<file path="src/design/psrmc_pkg.sv">
`timescale 1ns / 1ps
package psrmc_pkg;

    localparam int FLOWS_PER_FAMILY_DEF = 8;
    localparam int HISTORY_DEPTH_DEF    = 4096;
    localparam int MAX_BANDS_DEF        = 4;
    localparam int THRESH_REGS          = 4;

    localparam logic [29:0] NS_PER_SEC = 30'd1000000000;

    localparam logic [2:0]  BAND_COUNT_RST = 3'd3;
    localparam logic [31:0] THR0_RST       = 32'd12500;
    localparam logic [31:0] THR1_RST       = 32'd125000;
    localparam logic [31:0] THR2_RST       = 32'd125000000;
    localparam logic [31:0] THR3_RST       = 32'hFFFF_FFFF;
    localparam logic [11:0] INTERVAL_RST   = 12'd60;

    localparam logic [1:0] CMD_CLASSIFY = 2'd0;
    localparam logic [1:0] CMD_RECORD   = 2'd1;
    localparam logic [1:0] CMD_TICK     = 2'd2;
    localparam logic [1:0] CMD_NONE     = 2'd3;

    localparam logic [1:0] FAM_IPV4  = 2'd0;
    localparam logic [1:0] FAM_IPV6  = 2'd1;
    localparam logic [1:0] FAM_OTHER = 2'd2;
    localparam logic [1:0] FAM_RESV  = 2'd3;

    localparam logic [1:0] ST_DONE  = 2'd0;
    localparam logic [1:0] ST_FULL  = 2'd1;
    localparam logic [1:0] ST_NOTIP = 2'd2;

    localparam logic [2:0] CFG_BAND_COUNT = 3'd0;
    localparam logic [2:0] CFG_THR0       = 3'd1;
    localparam logic [2:0] CFG_THR1       = 3'd2;
    localparam logic [2:0] CFG_THR2       = 3'd3;
    localparam logic [2:0] CFG_THR3       = 3'd4;
    localparam logic [2:0] CFG_INTERVAL   = 3'd5;

    typedef struct packed {
        logic latch;
        logic srch;
        logic append;
        logic full;
        logic classify;
        logic tick_init;
        logic ent_load;
        logic rd;
        logic ev;
        logic div_start;
        logic div_step;
        logic wr_rate;
        logic load_out;
    } t_cmd;

    typedef struct packed {
        logic [1:0] command;
        logic       is_ip;
        logic       hit;
        logic       srch_last;
        logic       n_zero;
        logic       ev_stop;
        logic       div_last;
        logic       ent_last;
    } t_sts;

endpackage

</file>
<file path="src/design/psrmc_ctrl.sv">
`timescale 1ns / 1ps
module psrmc_ctrl (
    input  logic            i_clk,
    input  logic            i_rst_n,
    input  logic            i_in_valid,
    output logic            o_in_ready,
    output logic            o_out_valid,
    input  logic            i_out_ready,
    input  psrmc_pkg::t_sts i_sts,
    output psrmc_pkg::t_cmd o_cmd
);
    import psrmc_pkg::*;

    localparam logic [3:0] S_IDLE  = 4'd0;
    localparam logic [3:0] S_DEC   = 4'd1;
    localparam logic [3:0] S_SRCH  = 4'd2;
    localparam logic [3:0] S_APP   = 4'd3;
    localparam logic [3:0] S_CLASS = 4'd4;
    localparam logic [3:0] S_TINIT = 4'd5;
    localparam logic [3:0] S_TENT  = 4'd6;
    localparam logic [3:0] S_TRD   = 4'd7;
    localparam logic [3:0] S_TEV   = 4'd8;
    localparam logic [3:0] S_DIV0  = 4'd9;
    localparam logic [3:0] S_DIV   = 4'd10;
    localparam logic [3:0] S_TWR   = 4'd11;
    localparam logic [3:0] S_DONE  = 4'd12;

    logic [3:0] r_state, n_state;
    logic       r_out_valid, n_out_valid;
    t_cmd       cmd;

    assign o_in_ready  = (r_state == S_IDLE);
    assign o_out_valid = r_out_valid;
    assign o_cmd       = cmd;

    always_comb begin
        n_state = r_state;
        cmd     = '0;
        case (r_state)
            S_IDLE: begin
                if (i_in_valid) begin
                    cmd.latch = 1'b1;
                    n_state   = S_DEC;
                end
            end
            S_DEC: begin
                if (i_sts.command == CMD_TICK) begin
                    n_state = S_TINIT;
                end else if ((i_sts.command == CMD_CLASSIFY || i_sts.command == CMD_RECORD)
                             && i_sts.is_ip) begin
                    n_state = S_SRCH;
                end else begin
                    n_state = S_DONE;
                end
            end
            S_SRCH: begin
                cmd.srch = 1'b1;
                if (i_sts.hit) begin
                    n_state = (i_sts.command == CMD_RECORD) ? S_APP : S_CLASS;
                end else if (i_sts.srch_last) begin
                    if (i_sts.command == CMD_RECORD) begin
                        cmd.full = 1'b1;
                        n_state  = S_DONE;
                    end else begin
                        n_state = S_CLASS;
                    end
                end
            end
            S_APP: begin
                cmd.append = 1'b1;
                n_state    = S_DONE;
            end
            S_CLASS: begin
                cmd.classify = 1'b1;
                n_state      = S_DONE;
            end
            S_TINIT: begin
                cmd.tick_init = 1'b1;
                n_state       = S_TENT;
            end
            S_TENT: begin
                cmd.ent_load = 1'b1;
                n_state      = S_TRD;
            end
            S_TRD: begin
                if (i_sts.n_zero) begin
                    n_state = S_DIV0;
                end else begin
                    cmd.rd  = 1'b1;
                    n_state = S_TEV;
                end
            end
            S_TEV: begin
                cmd.ev  = 1'b1;
                n_state = i_sts.ev_stop ? S_DIV0 : S_TRD;
            end
            S_DIV0: begin
                cmd.div_start = 1'b1;
                n_state       = S_DIV;
            end
            S_DIV: begin
                cmd.div_step = 1'b1;
                if (i_sts.div_last) n_state = S_TWR;
            end
            S_TWR: begin
                cmd.wr_rate = 1'b1;
                n_state     = i_sts.ent_last ? S_DONE : S_TENT;
            end
            S_DONE: begin
                if (!r_out_valid || i_out_ready) begin
                    cmd.load_out = 1'b1;
                    n_state      = S_IDLE;
                end
            end
            default: n_state = S_IDLE;
        endcase
    end

    always_comb begin
        n_out_valid = r_out_valid;
        if (i_out_ready) n_out_valid = 1'b0;
        if (cmd.load_out) n_out_valid = 1'b1;
    end

    always_ff @(posedge i_clk) begin
        if (!i_rst_n) begin
            r_state     <= S_IDLE;
            r_out_valid <= 1'b0;
        end else begin
            r_state     <= n_state;
            r_out_valid <= n_out_valid;
        end
    end

endmodule

</file>
<file path="config.mk">
export PLATFORM = sky130hd
export DESIGN_NAME = psrmc_ctrl
export DESIGN_NICKNAME = d
export VERILOG_FILES = /design/src/design/psrmc_pkg.sv /design/src/design/psrmc_ctrl.sv
export SDC_FILE = /design/constraint.sdc
export NUM_CORES = 1
export LEC_CHECK = 0
export ABC_CLOCK_PERIOD_IN_PS = 2400
export BUFFER_PORTS_ARGS = -buffer_cell sky130_fd_sc_hd__buf_2
export CAP_MARGIN = 20
export CORE_AREA = 2 2 55 57
export CTS_BUF_LIST = sky130_fd_sc_hd__clkbuf_2 sky130_fd_sc_hd__clkbuf_4 sky130_fd_sc_hd__clkbuf_8
export CTS_CLUSTER_SIZE = 12
export DETAILED_ROUTE_END_ITERATION = 8
export DIE_AREA = 0 0 57 59
export SETUP_SLACK_MARGIN = 0.15
export SYNTH_ARGS = -nofsm -noshare
export SYNTH_HDL_FRONTEND = slang
export SYNTH_SLANG_ARGS = --single-unit
</file>
<file path="constraint.sdc">
create_clock -name i_clk -period 2.4 [get_ports i_clk]
set_input_delay 0.12 -clock i_clk [delete_from_list [all_inputs] [get_ports i_clk]]
set_output_delay 0.12 -clock i_clk [all_outputs]
set_load 0.01 [all_outputs]
</file>
==> results.py, run 1 <==
metrics = {
    "cts": {
        "cts_tree": "yes",
        "cts_made_buffers": 3,
        "clkLatencyLatePin_ps": 240,
        "htreeDepth": 1,
        "clock_sinks": 5,
        "path_clk_slew_ps": 40,
        "cts_hold_buf": 0,
        "cts-resized-gates": 0,
        "cts-root-buf": "clkbuf_4",
        "post_cts_buffers": 0,
        "clock_path_buffers": 2,
    },
    "synthesis": {
        "ys_ff_latch": 5,
        "synth_top_area_share_pct": 16.1,
        "yosysTopAreaCell": "dfxtp_1",
        "synth_area_leaders": "dfxtp_1 (16%), nand2b_1 (6.0%), nand3b_1 (6.0%)",
        "synth.distinct_cells": 39,
        "synth_ff_type": "dfxtp_1",
        "ys_seq_area_share_pct": 16.1,
        "synthCells": 84,
        "synth_nets": 97,
        "avgSynthCellArea_um2": 7.40,
        "synth_area_um2": 622,
        "synth-async-reset-ratio_pct": 0,
        "synth_edf_count": 0,
        "yosysWarnings": 0,
    },
    "power": {
        "p_leak_nw": 0.323,
        "ir_worst_vdd_uv": 333,
        "cellPowerDensity_mw_per_mm2": 904,
    },
    "final_layout": {
        "diodes": 0,
        "final_layout_size_suffix_gt1_share_pct": 35.5,
        "stdcell_count": 138,
        "final_nets": 121,
        "syn2layout_area_growth_pct": 25.8,
        "final_util_pct": 28.9,
        "final_common_cell": "buf_2",
        "final_area_um2": 782,
        "mostFrequentLayoutCells": "buf_2 (27), nor2_1 (7), nand2b_1 (6), nand2_1 (6), nor3_1 (6)",
        "fill_cells": 307,
    },
    "setup_path": {
        "worst_ep_required_time_ps": 2280,
        "cp-start-kind": "flop",
        "critPathCaptureType": "output pin",
        "arrival_ps": 1790,
        "path_class": "flop to output pin",
        "r2r_setup_slack_ps": 550,
        "path_max_fanout": 19,
    },
    "sta": {
        "max_slew.worst_pin.slew_ps": 553,
        "hold_viol": 0,
        "finalCritPeriodShare_pct": 79.7,
        "post-route-worst-setup-slack_ps": 488,
        "maxSlewViolCount": 0,
        "rsz0062_at_grt": "no",
        "tns_ps": 0,
        "setup_violations": 0,
        "relSlewSlack_pct": 63.1,
        "max_freq_mhz": 523,
        "fin_crit_ps": 1910,
        "finalClockSkew_ps": 2.81,
    },
    "global_route": {
        "grt.total_usage_pct": 10.2,
        "grt_remaining_overflow": 0,
        "antenna_found_initial": 0,
        "grt_pass1_vias": 609,
        "grt_start_max_net_pins": 20,
        "grt_pass1_wl_um": 2640,
    },
    "min_path": {
        "hp-class": "primary input to flop",
    },
    "floorplanning": {
        "die_h_um": 59,
        "start_util_pct": 22.9,
        "ios": 28,
        "die_x_um": 57,
        "coreArea_mm2": 0.00271,
        "num_rows": 19,
        "die_area_mm2": 0.00336,
    },
    "placement": {
        "dp_hpwl_um": 1290,
        "pre_cts_slack_ps": 539,
        "routabilityCongestion": 0.802,
        "portBuffers": 27,
        "dp_cells": 134,
        "placed_cell_area_um2": 752,
    },
    "routing": {
        "firstDrtPassIters": 4,
        "first_iter_violations": 13,
        "drt_wl_total_um": 1610,
        "vias": 693,
        "vias_per_cell": 5.02,
        "ant_nets": 0,
        "route.detailed.drc": 0,
        "wire_per_inst_um": 11.7,
    },
    "flow_run": {
        "cap_violations": 0,
    },
    "status": {
        "outcome": "finished, final reports clean",
    },
}
[where the power goes]
group	switching, mW	internal (mW)	total, mW
Combinational	0.203	0.191	0.394
Clock	0.0333	0.0741	0.107
Sequential	0.0976	0.108	0.206
[metrics by stage]
stage | total power [mW] | hold slack (ps)
floorplan | 0.505 | 233
global placement | 0.596 | 412
detailed placement | 0.604 | 412
CTS | 0.718 | 156
global route | 0.776 | 180
finish | 0.707 | 160
[critical path: stages (launching register included)]
cell and delay, ps:
dfxtp_1 650, or4b_4 580, nor3_1 180, buf_2 150
[registers in the layout, summed over array words and instances (netlist names)]
name         flops
r_state          4
o_out_valid      1
[cells by family after synthesis]
family          Yosys count  share of synthesized area, %
buf+inv                  11                          8.85
flops                     5                          16.1
compound gates           23                          31.2
simple gates             45                          43.9
[synthesized netlist by cell type (2+ instances only)]
cell,n
a211oi_1,2
a21o_1,2
a21oi_1,4
buf_2,2
clkbuf_1,3
dfxtp_1,5
inv_1,3
nand2_1,6
nand2b_1,6
nand3b_1,5
nor2_1,7
nor2b_1,3
nor3_1,6
nor4b_1,2
o21ai_0,3
o21ai_2,2
[per-layer routing]
metal	share of wire, %	routed length (um)	global-route usage, %
met5	0	0	0
met4	1.2	19	7.31
met3	4.2	68	1.97
met2	52	834	17.2
met1	43	691	11.6
[area by class of cell]
| class | count | area, um^2 | share of cell area [%] |
|---|---|---|---|
| Timing Repair Buffer | 27 | 135 | 17.3 |
| Multi-Input combinational cell | 68 | 467 | 59.7 |
| Tap cell | 31 | 38.8 | 4.96 |
| Inverter | 3 | 11.3 | 1.44 |
| Sequential cell | 5 | 100 | 12.8 |
| Clock buffer | 4 | 30.0 | 3.84 |
[worst paths after layout]
path | startpoint | to | cells after the start
worst max register to register | r_state[1]$_SDFFE_PN0P_ | r_state[3]$_SDFFE_PN0P_ | 4
worst max-delay path | r_state[1]$_SDFFE_PN0P_ | o_cmd[9] | 3
worst min register to register | o_out_valid$_SDFFE_PN0P_ | o_out_valid$_SDFFE_PN0P_ | 2
worst min-delay path | i_rst_n | r_state[2]$_SDFFE_PN0P_ | 3
Power figures use the tool's default switching activity.
==> run 2, diff against run 1 <==
ABC_AREA = 1   (was unset)
ABC_CLOCK_PERIOD_IN_PS = 1900   (was 2400)
CORE_AREA = 2 2 54 56   (was 2 2 55 57)
DIE_AREA = 0 0 56 58   (was 0 0 57 59)
clock period = 1.9 ns   (was 2.4 ns; I/O delays follow)
==> run 2 against run 1 <==
Total power is 40% higher. Via count is 9.1% higher. Sequential power about the same. Die area fell by 3.4%. First-iteration DRC count is 23% lower. Sequential share of layout area shrank 0.12 points. Design area up 0.96%. Count of clock-buffer cells in the layout did not move. Hold slack got worse by 20 ps. Critical path depth is 1 higher. Wire length fell by 2.0%. Largest cell class unchanged. Highest routed layer is now met3.
==> results.py, run 2 <==
metrics = {
    "floorplanning": {
        "start_util_pct": 22.3,
        "num_rows": 19,
        "ios": 28,
        "die_h_um": 58,
        "die_area_mm2": 0.00325,
        "coreArea_mm2": 0.00266,
        "die_x_um": 56,
    },
    "synthesis": {
        "yosysWarnings": 0,
        "synth.distinct_cells": 18,
        "synth_top_area_share_pct": 16.9,
        "yosysTopAreaCell": "dfxtp_1",
        "ys_ff_latch": 5,
        "synth_most_common_cell": "nor2_1",
        "synth_ff_type": "dfxtp_1",
        "ys_seq_area_share_pct": 16.9,
        "synth_area_leaders": "dfxtp_1 (17%), nor2_1 (16%), nand2_1 (15%)",
        "synth-async-reset-ratio_pct": 0,
        "synth_area_um2": 593,
        "synth_common_cells": "nor2_1 (26), nand2_1 (24), inv_1 (18)",
        "synth_nets": 124,
        "synthCells": 111,
        "synth_edf_count": 0,
        "avgSynthCellArea_um2": 5.34,
    },
    "setup_path": {
        "cp-start-kind": "flop",
        "critPathCaptureType": "output pin",
        "critPathMaxStageDelay_ps": 360,
        "cp_num_buf_inv": 2,
        "worst_ep_required_time_ps": 1800,
        "path_class": "flop to output pin",
        "path_max_fanout": 6,
        "crit_path_cell_trace": "nor2_1 > inv_2 > nor4_2 > buf_2",
        "arrival_ps": 1450,
        "crit_family": "simple AND/OR/NAND/NOR gates",
        "slowest_stage": "dfxtp_1",
    },
    "cts": {
        "cts_made_buffers": 3,
        "cts_tree": "yes",
        "clock_sinks": 5,
        "cts-root-buf": "clkbuf_4",
        "clkLatencyLatePin_ps": 240,
        "clock_path_buffers": 2,
        "cts-resized-gates": 0,
        "htreeDepth": 1,
        "post_cts_buffers": 0,
        "path_clk_slew_ps": 40,
        "cts_hold_buf": 0,
    },
    "global_route": {
        "grt_remaining_overflow": 0,
        "grt_start_max_net_pins": 7,
        "antenna_found_initial": 0,
        "grt_pass1_wl_um": 2760,
        "grt.total_usage_pct": 10.7,
        "grt_pass1_vias": 689,
    },
    "routing": {
        "drt_wl_total_um": 1580,
        "vias": 756,
        "first_iter_violations": 10,
        "ant_nets": 0,
        "firstDrtPassIters": 4,
        "wire_per_inst_um": 9.19,
        "route.detailed.drc": 0,
        "vias_per_cell": 4.40,
    },
    "final_layout": {
        "final_area_um2": 790,
        "largest_register": "r_state",
        "multiInputGateArea_um2": 398,
        "fill_cells": 317,
        "largest_reg_flops": 4,
        "final_common_cell": "buf_2",
        "final_util_pct": 29.7,
        "final_layout_size_suffix_gt1_share_pct": 32.6,
        "syn2layout_area_growth_pct": 33.1,
        "diodes": 0,
        "final_nets": 155,
        "regArea_um2": 100,
        "mostFrequentLayoutCells": "buf_2 (27), nor2_1 (26), nand2_1 (24)",
    },
    "power": {
        "ir_worst_vdd_uv": 494,
        "cellPowerDensity_mw_per_mm2": 1250,
        "p_leak_nw": 0.473,
        "finalPower_uw": 988,
    },
    "sta": {
        "fin_crit_ps": 1550,
        "finalClockSkew_ps": 2.33,
        "hold_viol": 0,
        "rsz0062_at_grt": "no",
        "tns_ps": 0,
        "hold_ws_ps": 140,
        "setup_violations": 0,
        "relSlewSlack_pct": 77.9,
        "finalCritPeriodShare_pct": 81.5,
        "maxSlewViolCount": 0,
        "max_freq_mhz": 646,
        "max_slew.worst_pin.slew_ps": 330,
    },
    "status": {
        "outcome": "finished, final reports clean",
    },
    "placement": {
        "dp_hpwl_um": 1410,
        "portBuffers": 27,
        "routabilityCongestion": 0.906,
        "placed_cell_area_um2": 759,
    },
    "flow_run": {
        "cap_violations": 0,
    },
    "min_path": {
        "hp-class": "primary input to flop",
    },
}
run 2: changes by cell type in the layout (fill, tap and decap cells not counted), sizes merged, moves of 5 or more:
| cell | previous run | this run |
|---|---|---|
| inv | 3 | 21 |
| nand2 | 6 | 27 |
| nand2b | 6 | 0 |
| nand3 | 0 | 9 |
| nand3b | 5 | 0 |
| nor2 | 7 | 32 |
run 2: worst paths after layout:
| path | slack [ps] | startpoint | cells after the start | endpoint |
|---|---|---|---|---|
| setup / recovery | 350 | r_state[1]$_SDFFE_PN0P_ | 4 | o_cmd[0] |
| hold / removal | 140 | i_rst_n | 3 | r_state[0]$_SDFFE_PN0P_ |
| setup reg to reg | 520 | r_state[1]$_SDFFE_PN0P_ | 7 | r_state[2]$_SDFFE_PN0P_ |
| hold reg to reg | 570 | r_state[1]$_SDFFE_PN0P_ | 2 | r_state[1]$_SDFFE_PN0P_ |
run 2: final cells by class:
type,instances,area share (%)
multi-input cells,83,50.4
repair buffers,27,17.1
flip-flops and latches,5,12.7
inverters,22,11.1
well taps,31,4.91
clock buffers,4,3.80
run 2: power breakdown:
part | total (mW) | internal [mW] | switching [mW]
combinational | 0.653 | 0.229 | 0.423
clock | 0.132 | 0.0933 | 0.0388
sequential | 0.203 | 0.140 | 0.0632
run 2: kinds of logic after synthesis:
logic type / count (synthesis) / share of synthesized area (%)
buf+inv: 23 / 16.0
flops: 5 / 16.9
compound gates: 7 / 6.54
simple gates: 76 / 60.5
run 2: routing by layer:
metal	global-route usage [%]	part of all wire [%]
met1	12.6	45
met2	18.5	49
met4	3.06	0
met5	0	0
met3	3.79	6.8
run 2: worst min-delay path, delay by kind of cell:
| kind | cells | cell delay [ps] |
|---|---|---|
| buf+inv | 2 | 140 |
| simple gates | 1 | 100 |
run 2: through the flow:
step | setup slack, ps | std cells
after global placement | 508 | 168
after CTS | 300 | 172
after detailed placement | 518 | 168
after floorplan | 719 | 111
after global routing | 211 | 172
final | 352 | 172
==> run 3, diff against run 2 <==
ABC_CLOCK_PERIOD_IN_PS = 1400   (was 1900)
clock period = 1.4 ns   (was 1.9 ns; I/O delays follow)
==> run 3 against run 2 <==
Core utilization is 5.6 points higher. Non-clock buffer count is 4 higher. Via count is 4.1% higher. Wire length is 16% higher. Count of clock-buffer cells in the layout stayed put. Critical path depth is 1 higher. Setup slack worse by 240 ps. Flip-flop and latch count stayed put. Clock skew is 2.0 ps lower. Final cell count is 2.3% higher.
==> results.py, run 3 (same netlist as run 2, synthesis figures left out) <==
metrics = {
    "status": {
        "outcome": "finished, final reports clean",
    },
    "sta": {
        "relSlewSlack_pct": 85.3,
        "post-route-worst-setup-slack_ps": 114,
        "finalCritPeriodShare_pct": 91.9,
        "rsz0062_at_grt": "yes",
        "fin_crit_ps": 1290,
        "hold_ws_ps": 117,
        "finalClockSkew_ps": 0.327,
        "setup_violations": 0,
        "hold_viol": 0,
        "max_freq_mhz": 778,
        "max_slew.worst_pin.slew_ps": 220,
        "tns_ps": 0,
        "maxSlewViolCount": 0,
    },
    "global_route": {
        "grt_pass1_wl_um": 2880,
        "grt.total_usage_pct": 11.1,
        "grt_pass1_vias": 700,
        "grt_start_max_net_pins": 7,
        "grt_remaining_overflow": 0,
        "antenna_found_initial": 0,
    },
    "routing": {
        "first_iter_violations": 15,
        "wire_per_inst_um": 10.4,
        "vias": 787,
        "ant_nets": 0,
        "drt_wl_total_um": 1840,
        "route.detailed.drc": 0,
        "firstDrtPassIters": 4,
        "vias_per_cell": 4.47,
    },
    "floorplanning": {
        "start_util_pct": 22.3,
        "coreArea_mm2": 0.00266,
        "die_x_um": 56,
        "die_h_um": 58,
        "die_area_mm2": 0.00325,
        "ios": 28,
        "num_rows": 19,
    },
    "placement": {
        "routabilityCongestion": 0.883,
        "pre_cts_slack_ps": 14.6,
        "dp_hpwl_um": 1420,
        "portBuffers": 27,
    },
    "cts": {
        "clock_sinks": 5,
        "htreeDepth": 1,
        "cts_made_buffers": 3,
        "clkLatencyLatePin_ps": 240,
        "clock_path_buffers": 2,
        "path_clk_slew_ps": 40,
        "cts_tree": "yes",
        "cts-root-buf": "clkbuf_4",
    },
    "power": {
        "internal-power_uw": 827,
        "clkPwrFrac_pct": 11.0,
        "netSwitchingPower_uw": 865,
        "p_leak_nw": 0.525,
        "ir_worst_vdd_uv": 616,
        "power_frac_seq_pct": 19.1,
        "p_comb_share_pct": 69.9,
        "cellPowerDensity_mw_per_mm2": 1800,
        "swShare_pct": 51.1,
    },
    "final_layout": {
        "mostFrequentLayoutCells": "buf_2 (25), nor2_1 (22), nand2_1 (18)",
        "largest_register": "r_state",
        "final_layout_size_suffix_gt1_share_pct": 46.2,
        "regArea_um2": 115,
        "fill_cells": 309,
        "final_nets": 159,
        "multiInputGateArea_um2": 473,
        "final_common_cell": "buf_2",
        "syn2layout_area_growth_pct": 58.2,
        "diodes": 0,
        "largest_reg_flops": 4,
    },
    "setup_path": {
        "critPathCaptureType": "output pin",
        "arrival_ps": 1220,
        "worst_ep_required_time_ps": 1330,
        "cp-start-kind": "flop",
        "path_max_fanout": 4,
        "path_class": "flop to output pin",
    },
    "min_path": {
        "hp-class": "primary input to flop",
    },
    "flow_run": {
        "cap_violations": 0,
    },
}
==> run 3: layout make-up <==
class	instances	share of cell area, %
inverter	22	9.33
clock buffer	4	3.20
timing repair buffer	31	20.7
sequential	5	12.3
multi-input combinational	83	50.4
tap	31	4.13
==> run 3: worst max-delay path, stage by stage (launching register included) <==
cell     delay, ps
dfxtp_4        380
inv_2           50
nor2_4         170
nand2_2        100
nor3_2         110
buf_2          150
==> run 3: metal layers <==
layer  wire length [um]  GRT usage, %  vias up
met5                  0             0        -
met4                 27          4.76        0
met3                 99          2.90        4
met2                942          19.3       29
met1                769          12.9      346
li1                   -             -      408
==> run 3: worst paths after layout <==
| check | from | to | slack (ps) | cells past startpoint |
|---|---|---|---|---|
| worst max-delay path | r_state[1]$_SDFFE_PN0P_ | o_cmd[9] | 110 | 5 |
| worst min-delay path | i_rst_n | o_out_valid$_SDFFE_PN0P_ | 120 | 3 |
| worst max register to register | r_state[3]$_SDFFE_PN0P_ | r_state[3]$_SDFFE_PN0P_ | 140 | 8 |
| worst min register to register | o_out_valid$_SDFFE_PN0P_ | o_out_valid$_SDFFE_PN0P_ | 620 | 4 |
==> run 3: what timing repair did <==
action | CTS | global route
endpoints found under the hold margin | 0 | 0
hold buffers | 0 | 0
setup buffers | 2 | 2
resized for setup | 13 | 18
setup endpoints to repair | 17 | 17
pin swaps | 2 | 3
cloned | 0 | 0
==> run 3: power groups by stage <==
stage / registers, mW / clock network (mW) / logic [mW]
after CTS: 0.304 / 0.195 / 0.977
after floorplan: 0.260 / 0 / 0.677
after global placement: 0.276 / 0 / 0.903
final: 0.323 / 0.186 / 1.18
after global routing: 0.332 / 0.209 / 1.30
after detailed placement: 0.275 / 0 / 0.902
==> run 3: through the flow <==
stage / instance area [um^2] / util (%) / cells / power [mW]
2_1_floorplan: 593 / - / 111 / 0.937
3_3_place_gp: 759 / 28.5 / 168 / 1.18
3_5_place_dp: 759 / 28.5 / 168 / 1.18
4_1_cts: 843 / 31.7 / 174 / 1.48
5_1_grt: 938 / 35.2 / 176 / 1.84
6_report: 938 / 35.2 / 176 / 1.69
